[src/rtl/core/lhp_pkg.sv]
// Shared constants, command/status types and the bucket floor helper for the latency histogram.
package lhp_pkg;

  localparam int unsigned NUM_BUCKETS_DEF = 4096;
  localparam int unsigned COUNT_WIDTH_DEF = 32;

  localparam int unsigned IDX_W   = 12;  // bucket index width, up to 4096 buckets
  localparam int unsigned LAT_W   = 32;
  localparam int unsigned FLOOR_W = 25;
  localparam int unsigned PERM_W  = 10;
  localparam int unsigned RANK_W  = 2;
  localparam int unsigned CFG_IDX_W = 2;
  localparam int unsigned NUM_RANKS = 3;

  localparam logic [PERM_W-1:0] PERM_FULL  = 10'd1000;
  localparam logic [PERM_W-1:0] PERM_LOW_RST  = 10'd500;
  localparam logic [PERM_W-1:0] PERM_MID_RST  = 10'd990;
  localparam logic [PERM_W-1:0] PERM_HIGH_RST = 10'd999;

  // configuration register indexes
  localparam logic [CFG_IDX_W-1:0] CFG_P_LOW  = 2'd0;
  localparam logic [CFG_IDX_W-1:0] CFG_P_MID  = 2'd1;
  localparam logic [CFG_IDX_W-1:0] CFG_P_HIGH = 2'd2;

  // result ranks
  localparam logic [RANK_W-1:0] RANK_LOW  = 2'd0;
  localparam logic [RANK_W-1:0] RANK_MID  = 2'd1;
  localparam logic [RANK_W-1:0] RANK_HIGH = 2'd2;

  // request function codes
  localparam logic FUNC_RECORD = 1'b0;
  localparam logic FUNC_REPORT = 1'b1;

  // segment limits (us) and first bucket of each segment
  localparam logic [LAT_W-1:0] SEG1_US = 32'd1024;
  localparam logic [LAT_W-1:0] SEG2_US = 32'd65536;
  localparam logic [LAT_W-1:0] SEG3_US = 32'd1048576;
  localparam logic [LAT_W-1:0] SEG1_B  = 32'd1024;
  localparam logic [LAT_W-1:0] SEG2_B  = 32'd2048;
  localparam logic [LAT_W-1:0] SEG3_B  = 32'd3072;

  typedef struct packed {
    logic              clr_wr;
    logic              rec_rd;
    logic              rec_wr;
    logic              tgt_load;
    logic              mul_step;
    logic              tgt_store;
    logic              scan_start;
    logic              scan_rd;
    logic              out_load;
    logic [RANK_W-1:0] rank;
    logic [IDX_W-1:0]  addr;
  } lhp_cmd_t;

  typedef struct packed {
    logic all_found;
    logic out_busy;
  } lhp_stat_t;

  // lower bound in us of a bucket
  function automatic logic [FLOOR_W-1:0] bucket_floor(input logic [IDX_W-1:0] b);
    logic [FLOOR_W-1:0] bw;
    logic [FLOOR_W-1:0] f;
    bw = FLOOR_W'(b);
    if (bw < FLOOR_W'(SEG1_B)) begin
      f = bw;
    end else if (bw < FLOOR_W'(SEG2_B)) begin
      f = FLOOR_W'(SEG1_US) + ((bw - FLOOR_W'(SEG1_B)) << 6);
    end else if (bw < FLOOR_W'(SEG3_B)) begin
      f = FLOOR_W'(SEG2_US) + ((bw - FLOOR_W'(SEG2_B)) << 10);
    end else begin
      f = FLOOR_W'(SEG3_US) + ((bw - FLOOR_W'(SEG3_B)) << 14);
    end
    return f;
  endfunction

endpackage

[src/rtl/core/lhp_ctrl.sv]
// Sequencer for clearing, recording, target arithmetic and the bucket scan.
module lhp_ctrl #(
  parameter int unsigned NUM_BUCKETS = lhp_pkg::NUM_BUCKETS_DEF
) (
  input  logic               clk_i,
  input  logic               rst_ni,
  input  logic               req_valid_i,
  input  logic               req_func_i,
  output logic               req_ready_o,
  input  lhp_pkg::lhp_stat_t stat_i,
  output lhp_pkg::lhp_cmd_t  cmd_o
);

  localparam int unsigned StepW = $clog2(lhp_pkg::PERM_W);
  localparam logic [lhp_pkg::IDX_W-1:0] LastIdx = lhp_pkg::IDX_W'(NUM_BUCKETS - 1);

  typedef enum logic [3:0] {
    ST_CLEAR,
    ST_IDLE,
    ST_REC_WR,
    ST_TGT_LOAD,
    ST_MUL,
    ST_TGT_STORE,
    ST_SCAN_INIT,
    ST_SCAN,
    ST_SCAN_DRAIN,
    ST_FINISH
  } state_e;

  state_e                    state_q;
  logic [lhp_pkg::IDX_W-1:0] addr_q;
  logic [StepW-1:0]          step_q;
  logic [lhp_pkg::RANK_W-1:0] rank_q;
  logic                      accept;

  assign req_ready_o = (state_q == ST_IDLE) &&
                       (req_func_i == lhp_pkg::FUNC_RECORD || !stat_i.out_busy);
  assign accept = req_valid_i && req_ready_o;

  always_comb begin
    cmd_o      = '0;
    cmd_o.addr = addr_q;
    cmd_o.rank = rank_q;
    case (state_q)
      ST_CLEAR:     cmd_o.clr_wr     = 1'b1;
      ST_IDLE:      cmd_o.rec_rd     = accept && (req_func_i == lhp_pkg::FUNC_RECORD);
      ST_REC_WR:    cmd_o.rec_wr     = 1'b1;
      ST_TGT_LOAD:  cmd_o.tgt_load   = 1'b1;
      ST_MUL:       cmd_o.mul_step   = 1'b1;
      ST_TGT_STORE: cmd_o.tgt_store  = 1'b1;
      ST_SCAN_INIT: cmd_o.scan_start = 1'b1;
      ST_SCAN:      cmd_o.scan_rd    = 1'b1;
      ST_FINISH:    cmd_o.out_load   = 1'b1;
      default: ;
    endcase
  end

  always_ff @(posedge clk_i or negedge rst_ni) begin
    if (!rst_ni) begin
      state_q <= ST_CLEAR;
      addr_q  <= '0;
      step_q  <= '0;
      rank_q  <= lhp_pkg::RANK_LOW;
    end else begin
      case (state_q)
        ST_CLEAR: begin
          if (addr_q == LastIdx) begin
            addr_q  <= '0;
            state_q <= ST_IDLE;
          end else begin
            addr_q <= addr_q + 1'b1;
          end
        end
        ST_IDLE: begin
          if (accept) begin
            if (req_func_i == lhp_pkg::FUNC_RECORD) begin
              state_q <= ST_REC_WR;
            end else begin
              rank_q  <= lhp_pkg::RANK_LOW;
              state_q <= ST_TGT_LOAD;
            end
          end
        end
        ST_REC_WR: state_q <= ST_IDLE;
        ST_TGT_LOAD: begin
          step_q  <= '0;
          state_q <= ST_MUL;
        end
        ST_MUL: begin
          if (step_q == StepW'(lhp_pkg::PERM_W - 1)) begin
            step_q  <= '0;
            state_q <= ST_TGT_STORE;
          end else begin
            step_q <= step_q + 1'b1;
          end
        end
        ST_TGT_STORE: begin
          if (rank_q == lhp_pkg::RANK_HIGH) begin
            state_q <= ST_SCAN_INIT;
          end else begin
            rank_q  <= rank_q + 1'b1;
            state_q <= ST_TGT_LOAD;
          end
        end
        ST_SCAN_INIT: begin
          addr_q  <= '0;
          state_q <= ST_SCAN;
        end
        ST_SCAN: begin
          if (stat_i.all_found) begin
            state_q <= ST_FINISH;
          end else if (addr_q == LastIdx) begin
            state_q <= ST_SCAN_DRAIN;
          end else begin
            addr_q <= addr_q + 1'b1;
          end
        end
        ST_SCAN_DRAIN: state_q <= ST_FINISH;
        ST_FINISH:     state_q <= ST_IDLE;
        default:       state_q <= ST_IDLE;
      endcase
    end
  end

  // a report never lands on top of undelivered results
  a_report_out_free: assert property (@(posedge clk_i) disable iff (!rst_ni)
    (accept && req_func_i == lhp_pkg::FUNC_REPORT) |-> !stat_i.out_busy)
    else $error("report taken while results pending");

  // read-modify-write of a record completes in the following cycle
  a_rec_then_wr: assert property (@(posedge clk_i) disable iff (!rst_ni)
    cmd_o.rec_rd |=> cmd_o.rec_wr)
    else $error("record write-back missing");

  a_scan_in_range: assert property (@(posedge clk_i) disable iff (!rst_ni)
    cmd_o.scan_rd |-> addr_q <= LastIdx)
    else $error("scan address beyond last bucket");

  a_load_out_free: assert property (@(posedge clk_i) disable iff (!rst_ni)
    cmd_o.out_load |-> !stat_i.out_busy)
    else $error("result stage overwritten");

endmodule

[config.mk]
export PLATFORM = sky130hd
export DESIGN_NAME = lhp_ctrl
export DESIGN_NICKNAME = d
export VERILOG_FILES = /design/src/rtl/core/lhp_pkg.sv /design/src/rtl/core/lhp_ctrl.sv
export SDC_FILE = /design/constraint.sdc
export NUM_CORES = 1
export LEC_CHECK = 0
export ABC_CLOCK_PERIOD_IN_PS = 1860
export BUFFER_PORTS_ARGS = -buffer_cell sky130_fd_sc_hd__buf_2
export CAP_MARGIN = 20
export CORE_MARGIN = 10
export CORE_UTILIZATION = 40
export CTS_BUF_LIST = sky130_fd_sc_hd__clkbuf_4
export DETAILED_ROUTE_END_ITERATION = 10
export GPL_ROUTABILITY_DRIVEN = 0
export PLACE_DENSITY = 0.66
export SYNTH_ARGS = -nofsm -noshare
export SYNTH_HDL_FRONTEND = slang
export SYNTH_SLANG_ARGS = --single-unit
[constraint.sdc]
create_clock -name clk_i -period 1.86 [get_ports clk_i]
set_input_delay 0.186 -clock clk_i [delete_from_list [all_inputs] [get_ports clk_i]]
set_output_delay 0.186 -clock clk_i [all_outputs]
set_load 0.01 [all_outputs]
# --- Yosys cells after proc, flatten, opt, wreduce, memory -nomap -nowiden ---
# Cells that the tools add are included.
op_classes:
  addsub: 3
  eq_ne: 20
  n_mux: 27
  bitwise: 1
  n_reduce_logical: 12
op_table:
  columns: ["cell", "n"]
  rows:
  - ["12-bit 2-to-1 mux", 3]
  - ["12-bit case mux with 3 select lines", 1]
  - ["4-bit case mux with 8 select lines", 1]
  - ["4-bit 2-to-1 mux", 6]
  - ["4-bit by 3-bit == test with 1-bit output, second input constant", 4]
  - ["2-bit inequality test, second input constant", 7]
  - ["12-bit by 1-bit adder with 12-bit output, second input constant", 1]
  - ["12-bit == test, second input constant", 1]
  - ["4-bit == test, second input constant", 3]
  - ["1-bit 2-to-1 mux", 10]
  - ["4-bit by 2-bit == test with 1-bit output, second input constant", 2]
  - ["4-bit case mux with 2 select lines", 1]
  - ["4-bit AND reduction", 2]
  - ["2-bit 2-to-1 mux", 3]
  - ["4-bit by 1-bit adder with 4-bit output, second input constant", 1]
  - ["4-bit by 1-bit == test with 1-bit output, second input constant", 1]
  - ["4-bit logical NOT", 1]
  - ["2-bit case mux with 2 select lines", 1]
  - ["2-bit nonzero test", 2]
  - ["1-bit logical AND", 3]
  - ["3-bit 2-to-1 mux", 1]
  - ["3-bit inequality test, second input constant", 1]
  - ["3-bit AND reduction", 1]
  - ["3-bit nonzero test", 1]
  - ["other kinds (5)", 5]
totals:
  ff_bits: 22
  input_bits: 6
  out_inout_bits: 24
  wordCells: 67

# --- Depth between registers and ports, before layout ---
# Gate-level depths: netlist (run 1).
logic_depth:
  word_depth: 6
  depth_mapped: 7
  depth_no_buf: 6

# --- Least setup slack after synthesis (run 1) ---
# OpenSTA, ideal clock, no wires.
synth_timing:
  kind: "reg-to-reg"
  start: "register state_q[2]"
  end: "register state_q[0]"
  setup_ns: 0.126
  arrival_time_ns: 1.633
  required_ns: 1.734
  setup_slack_ns: 0.101
  path_stages_with_launch: 6
  n_path_buf: 2
  synth_period_minus_slack_ns: 1.759
  cell_sequence: "dfrtp_1 buf_2 buf_2 nor4_1 nand2_1 a311o_1"
synth_via:
  elab_chain_len: 5
  word_cells_on_any_way: 16
  classes_between: "eq/ne: 11; mux: 1; reduce/logical: 4"
synth_rtl:
  columns: ["element", "line", "rtl"]
  rows:
  - ["start: declaration", "lhp_ctrl.sv:30", "state_e state_q;"]
  - ["start signal: assignment", "lhp_ctrl.sv:60", "state_q <= ST_CLEAR;"]
  - ["start signal: assignment", "lhp_ctrl.sv:69", "state_q <= ST_IDLE;"]
  - ["start signal: assignment", "lhp_ctrl.sv:77", "state_q <= ST_REC_WR;"]
  - ["4-bit by 1-bit == test with 1-bit output", "lhp_ctrl.sv:36, lhp_ctrl.sv:65", null]
  - ["1-bit logical AND", "lhp_ctrl.sv:36", "assign req_ready_o = (state_q == ST_IDLE) &&"]
  - ["1-bit logical AND", "lhp_ctrl.sv:38", "assign accept = req_valid_i && req_ready_o;"]
  - ["2-bit inequality test (no source line)", null, null]
  - ["4-bit AND reduction (no source line)", null, null]
# Parallel ways exist; a longest one is shown, timed or not.
# A chain may end at the register's enable or synchronous reset.

==> impl_metrics.csv, run 1 <==
group,metric,value,unit
global_routing,grt_overflow,0,
finish,fillers,362,
yosys,synthXorXnorAreaFrac,0.577,%
sta,slew_headroom,65.5,%
drt,dr.pass1.iters,4,
clock_network,cts_buffer_depth,2,
power_and_ir_drop,leakage,0.926,nW
sta,timing.final.max_slew_violations,0,
worst_setup_path,cp-end-kind,"output pin",
power_and_ir_drop,powerDensity,1240,nW/µm²
sta,min_period_over_period,93.2,%
place,place_inst,259,
sta,fin_worst_skew,0.00703,ns
finish,final_nets,230,
yosys,netlist_area,1520,µm²
clock_network,clock_latency,0.31,ns
finish,seqCellArea,554,µm²
finish,final_cell_mix,"buf_2 (29), nand2_1 (20), dfrtp_1 (19), buf_4 (18), o21ai_0 (14)",
global_routing,grt_max_degree,23,
drt,routed_wl,4030,µm
yosys,synth_mux_area_share,0,%
finish,multiInputGateArea,887,µm²
floorplan,die_w,81.6,µm
clock_network,cts_tree,"yes",
yosys,synthArstFlopShare,100,%
global_routing,grt_pass1_vias,1468,
drt,post_drt_wl_per_cell,15.1,µm
clock_network,cts_sinks,22,
sta,max_slew.worst_pin.slew,0.518,ns
finish,antenna_cells,0,
yosys,syn_area_per_cell,8.63,µm²
sta,timing.final.ws_setup,0.126,ns
worst_setup_path,required,1.67,ns
yosys,synth_fa_ha_area_share,3.29,%
clock_network,ctsRootBufferMaster,"clkbuf_4",
floorplan,die-area,6660,µm²
finish,layout_commonest_cell,"buf_2",
clock_network,cts_buffers,3,
global_routing,use_met3,4.37,%
yosys,ys_types,48,
yosys,synth_top_family_by_area,"simple AND/OR/NAND/NOR gates",
drt,routed-via-count,1541,
global_routing,grt_pass1_wl,6940,µm
flow_run,maxCapViolCount,0,
power_and_ir_drop,vdd_drop_max,0.627,mV
worst_setup_path,cp_max_fo,11,
global_routing,grt_most_used_layer,"met2",
global_routing,grtUsageMet1,16.3,%
yosys,ys_ff_latch,22,
sta,fmax,577,MHz
sta,hold_viol,0,
status,status,"complete, no violations",
sta,setup_viol,0,
worst_setup_path,startpoint_type,"register",
floorplan,die_y,81.6,µm
clock_network,clkTransAtPathRegs,0.13,ns
sta,final.setup.tns,0,ns
drt,viasPerCell,5.77,
drt,antenna_left,0,
finish,layout.cells.non_filler,267,
finish,drive_gt1_share,27.4,%
global_routing,use_met2,20.0,%
yosys,yosys_warnings,0,
yosys,synthCells,176,
clock_network,cts.htree.levels,1,
worst_setup_path,worstSetupPathType,"reg2out",
floorplan,core_area,3660,µm²
yosys,synth_edf_count,0,
drt,drt_iter0_drc,81,
floorplan,ioPinCount,30,
yosys,synth_compound_area_share,23.7,%
floorplan,rows,22,
sta,post-route-min-period,1.73,ns
worst_setup_path,crit_arrival,1.55,ns
yosys,yosysSeqAreaShare,36.2,%
yosys,synthSimpleGateAreaFrac,30.6,%
yosys,syn_nets,186,
sta,rsz0062_at_grt,"no",
global_routing,antenna_found_initial,0,
finish,area_growth,23.0,%
place,pre_cts_slack,0.0942,ns
place,dpl.hpwl,3020,µm
yosys,synth_flop_cell,"dfrtp_1",
floorplan,start_util,41.5,%
drt,drc,0,
place,port_buffers,29,
global_routing,grt_usage,12.7,%
min_path,holdCritPathClass,"in2reg",
-- cells in the mapped netlist, types with 5 or more instances --
| master | instances | area (µm²) |
|---|---|---|
| a21oi_1 | 5 | 25.0 |
| nor2_1 | 7 | 26.3 |
| dfrtp_1 | 22 | 551 |
| nand3_1 | 12 | 60.1 |
| and3_1 | 5 | 31.3 |
| nand4_1 | 5 | 31.3 |
| a31oi_1 | 10 | 62.6 |
| nand2_1 | 20 | 75.1 |
| buf_2 | 7 | 35.0 |
| inv_1 | 8 | 30.0 |
| o21ai_0 | 14 | 70.1 |
-- what timing repair did --
item	4_1_cts	5_1_grt
hold buffers	1	0
endpoints found under the hold margin	22	0
pin swaps	0	1
endpoints found under the setup margin	3	15
resized for setup	2	2
buffers inserted	2	1
-- worst paths after layout --
check	end	from	slack (ns)	cells after the start
setup / recovery	cmd_o[16]	state_q[1]$_DFFE_PN0P_	0.13	4
hold / removal	rank_q[1]$_DFFE_PN0P_	stat_i[0]	0.18	3
setup reg to reg	state_q[0]$_DFFE_PN0P_	addr_q[1]$_DFFE_PN0P_	0.14	5
hold reg to reg	addr_q[7]$_DFFE_PN0P_	addr_q[7]$_DFFE_PN0P_	0.53	1
max in group asynchronous	state_q[2]$_DFFE_PN0P_	rst_ni	1.13	2
min in group asynchronous	step_q[0]$_DFFE_PN0N_	rst_ni	0.35	2
-- metal layers --
metal	up-vias	routed length (µm)	part of all wire (%)
li1	755	-	-
met1	734	1850	46
met2	48	1800	45
met3	4	359	8.9
met4	0	30	0.74
met5	-	0	0
-- worst max-delay path, cell delays in order, from the launching register on --
cell and delay (ns):
dfrtp_2 0.50, buf_4 0.19, nand4bb_1 0.19, inv_1 0.19, buf_2 0.16
-- registers in the layout (all words and copies together) (netlist names) --
register	flops
state_q	4
step_q	4
addr_q	12
rank_q	2
-- metrics by stage --
stage                     instance area (µm²)  util [%]  total power, mW  hold slack [ns]
after floorplan                          1520         -             1.54           -0.110
after global placement                   1790      48.9             2.00            0.188
after detailed placement                 1790      48.9             2.02            0.196
after CTS                                1840      50.4             2.28            0.179
after global routing                     1870      51.0             2.54            0.218
final                                    1870      51.0             2.32            0.181
-- where the power goes --
group / switching [mW] / internal [mW]
sequential: 0.149 / 0.601
combinational: 0.740 / 0.605
clock: 0.149 / 0.0786
total: 1.04 / 1.29
-- cell type report --
type | count | share of cell area [%]
multi-input cells | 136 | 47.5
flip-flops and latches | 22 | 29.7
repair buffers | 49 | 16.6
well taps | 48 | 3.22
clock buffers | 3 | 1.21
clock inverters | 1 | 0.201
inverters | 8 | 1.61
-- cell families (layout without fill, tap and decap cells) --
kind of cell,count (synthesis),in the layout
flops,22,22
simple gates,79,79
xor+xnor,1,1
fa+ha+maj,4,4
compound gates,52,52
buf+inv,18,61
(Power assumes the default switching activity.)
==> run 2: changes to the inputs <==
ABC_CLOCK_PERIOD_IN_PS = 1610   (was 1860)
CAP_MARGIN = 40   (was 20)
clock period = 1.61 ns   (was 1.86 ns; I/O delays follow)
==> run 2 against run 1 <==
  * The run now ends with setup timing left
  * Power increased by 54%
  * Sequential power increased by 15%
  * Combinational power increased by 69%
  * Cell area increased by 26%
  * Non-clock buffer count increased by 30
  * Clock skew decreased by 0.0021 ns
  * Sequential cell count unchanged
  * Die area unchanged
  * Final cell count increased by 11%
  * Worst setup slack got worse by 0.15 ns
  * Global-route usage increased by 0.82 points
  * Wire length increased by 17%
  * Critical path type unchanged
  * Critical endpoint is now cmd_o[19]
  * Largest cell class unchanged
  * Highest routed layer unchanged
==> impl_metrics.csv, run 2 (synthesis gave the netlist of run 1 again) <==
group,metric,value,unit
status,status,"finished, violations left",
status,failed_checks,"setup timing",
global_routing,grt_max_degree,23,
worst_setup_path,cp-end-kind,"output pin",
worst_setup_path,cp_slowest_cell,"dfrtp_1",
floorplan,die_y,81.6,µm
finish,final_core_util,64.1,%
floorplan,die_w,81.6,µm
global_routing,grt_overflow,0,
sta,hold_slack,0.160,ns
global_routing,grt_pass1_vias,1660,
worst_setup_path,crit_path_frequent_cell,"buf_6",
global_routing,antenna_found_initial,0,
clock_network,cts_sinks,22,
sta,setup_viol,9,
sta,post-route-min-period,1.64,ns
min_path,min_from,"stat_i[0]",
finish,layout_commonest_cell,"buf_4",
clock_network,ctsRootBufferMaster,"clkbuf_4",
drt,routed-via-count,1668,
drt,dr.pass1.iters,5,
min_path,hold-path-cell-count,3,
drt,drt_iter0_drc,65,
sta,rsz0062_at_grt,"yes",
clock_network,clkTransAtPathRegs,0.14,ns
worst_setup_path,reg2reg_slack,-0.02,ns
worst_setup_path,crit_chain,"buf_6 -> buf_6 -> nor2_4 -> and3_1 -> buf_2",
worst_setup_path,worstSetupPathType,"reg2out",
place,port_buffers,29,
floorplan,ioPinCount,30,
clock_network,cts_buffers,3,
worst_setup_path,r2r.worst_path.cells,6,
place,pre_cts_slack,-0.0232,ns
drt,viasPerCell,5.62,
worst_setup_path,max_stage_delay,0.45,ns
clock_network,cts_tree,"yes",
sta,final.setup.tns,-0.167,ns
sta,timing.final.max_slew_violations,0,
place,postPlaceCellArea,1980,µm²
global_routing,grt_usage,13.5,%
sta,slew_headroom,66.2,%
finish,antenna_cells,0,
finish,layout.cells.non_filler,297,
sta,hold_viol,0,
floorplan,rows,22,
sta,max_slew.worst_pin.slew,0.507,ns
drt,drc,0,
worst_setup_path,crit_arrival,1.48,ns
finish,fin_area,2350,µm²
drt,post_drt_wl_per_cell,15.8,µm
floorplan,die-area,6660,µm²
drt,antenna_left,0,
power_and_ir_drop,power,3.59,mW
min_path,holdCritPathClass,"in2reg",
sta,timing.final.ws_setup,-0.0267,ns
clock_network,cts_buffer_depth,2,
worst_setup_path,startpoint_type,"register",
finish,final_cell_mix,"buf_4 (39), buf_2 (27), dfrtp_1 (20), nand2_1 (18)",
power_and_ir_drop,powerDensity,1530,nW/µm²
worst_setup_path,r2r_start,"addr_q[1]$_DFFE_PN0P_",
place,dpl.hpwl,3300,µm
global_routing,grt_pass1_wl,7480,µm
finish,final_nets,260,
finish,area_growth,54.4,%
flow_run,maxCapViolCount,0,
worst_setup_path,cp_max_fo,4,
drt,routed_wl,4710,µm
finish,top_register,"addr_q",
worst_setup_path,required,1.45,ns
min_path,hold_end,"rank_q[1]$_DFFE_PN0P_",
sta,fmax,611,MHz
sta,fin_worst_skew,0.00491,ns
place,place_inst,279,
clock_network,cts.htree.levels,1,
power_and_ir_drop,vdd_drop_max,0.788,mV
power_and_ir_drop,leakage,1.14,nW
floorplan,core_area,3660,µm²
floorplan,start_util,41.5,%
sta,min_period_over_period,102,%
finish,reg_top3,"addr_q: 12 flops, state_q: 4 flops, step_q: 4 flops",
worst_setup_path,r2r-end,"addr_q[7]$_DFFE_PN0P_",
clock_network,clock_latency,0.32,ns
finish,largest_reg_flops,12,
finish,drive_gt1_share,45.8,%
==> run 2: how the worst max path moves through the flow <==
stage	start	cells after the start	slack, ns	to
floorplan	addr_q[0]$_DFFE_PN0P_	6	-0.05	state_q[0]$_DFFE_PN0P_
global placement	state_q[0]$_DFFE_PN0P_	6	-0.009	addr_q[4]$_DFFE_PN0P_
detailed placement	state_q[0]$_DFFE_PN0P_	5	-0.02	addr_q[6]$_DFFE_PN0P_
CTS	state_q[1]$_DFFE_PN0P_	4	-0.02	cmd_o[18]
global route	addr_q[0]$_DFFE_PN0P_	6	-0.13	addr_q[7]$_DFFE_PN0P_
finish	state_q[3]$_DFFE_PN0P_	5	-0.03	cmd_o[19]
==> run 2: repair_timing <==
item                       4_1_cts  5_1_grt
resized for setup               20       29
buffers inserted                 5        7
pin swaps                        4       17
setup endpoints to repair       16       26
gates cloned                     1        0
hold buffers                     1        0
hold endpoints to repair        22        0
==> run 2: metal layers <==
layer,GRT usage (%),part of all wire (%)
met2,24.1,51
met3,2.73,6.2
met1,16.3,42
met5,0,0
met4,3.40,0.87
==> run 2: critical path: cells and delay by family, from the launching register on <==
| kind | cells | cell delay (ns) |
|---|---|---|
| buf+inv | 3 | 0.39 |
| simple gates | 2 | 0.31 |
| flops | 1 | 0.45 |
==> run 2: where the power goes <==
part	total, mW	internal, mW	switching [mW]
sequential	0.859	0.693	0.167
combinational	2.28	1.15	1.13
clock	0.444	0.252	0.192
total	3.59	2.10	1.49
==> run 2: area by class of cell <==
| class | instances | area [µm²] |
|---|---|---|
| timing repair buffer | 79 | 598 |
| sequential | 22 | 553 |
| multi-input combinational | 136 | 1050 |
| inverter | 8 | 32.5 |
| fill | 296 | 1320 |
| clock inverter | 1 | 30.0 |
| clock buffer | 3 | 22.5 |
| tap | 48 | 60.1 |
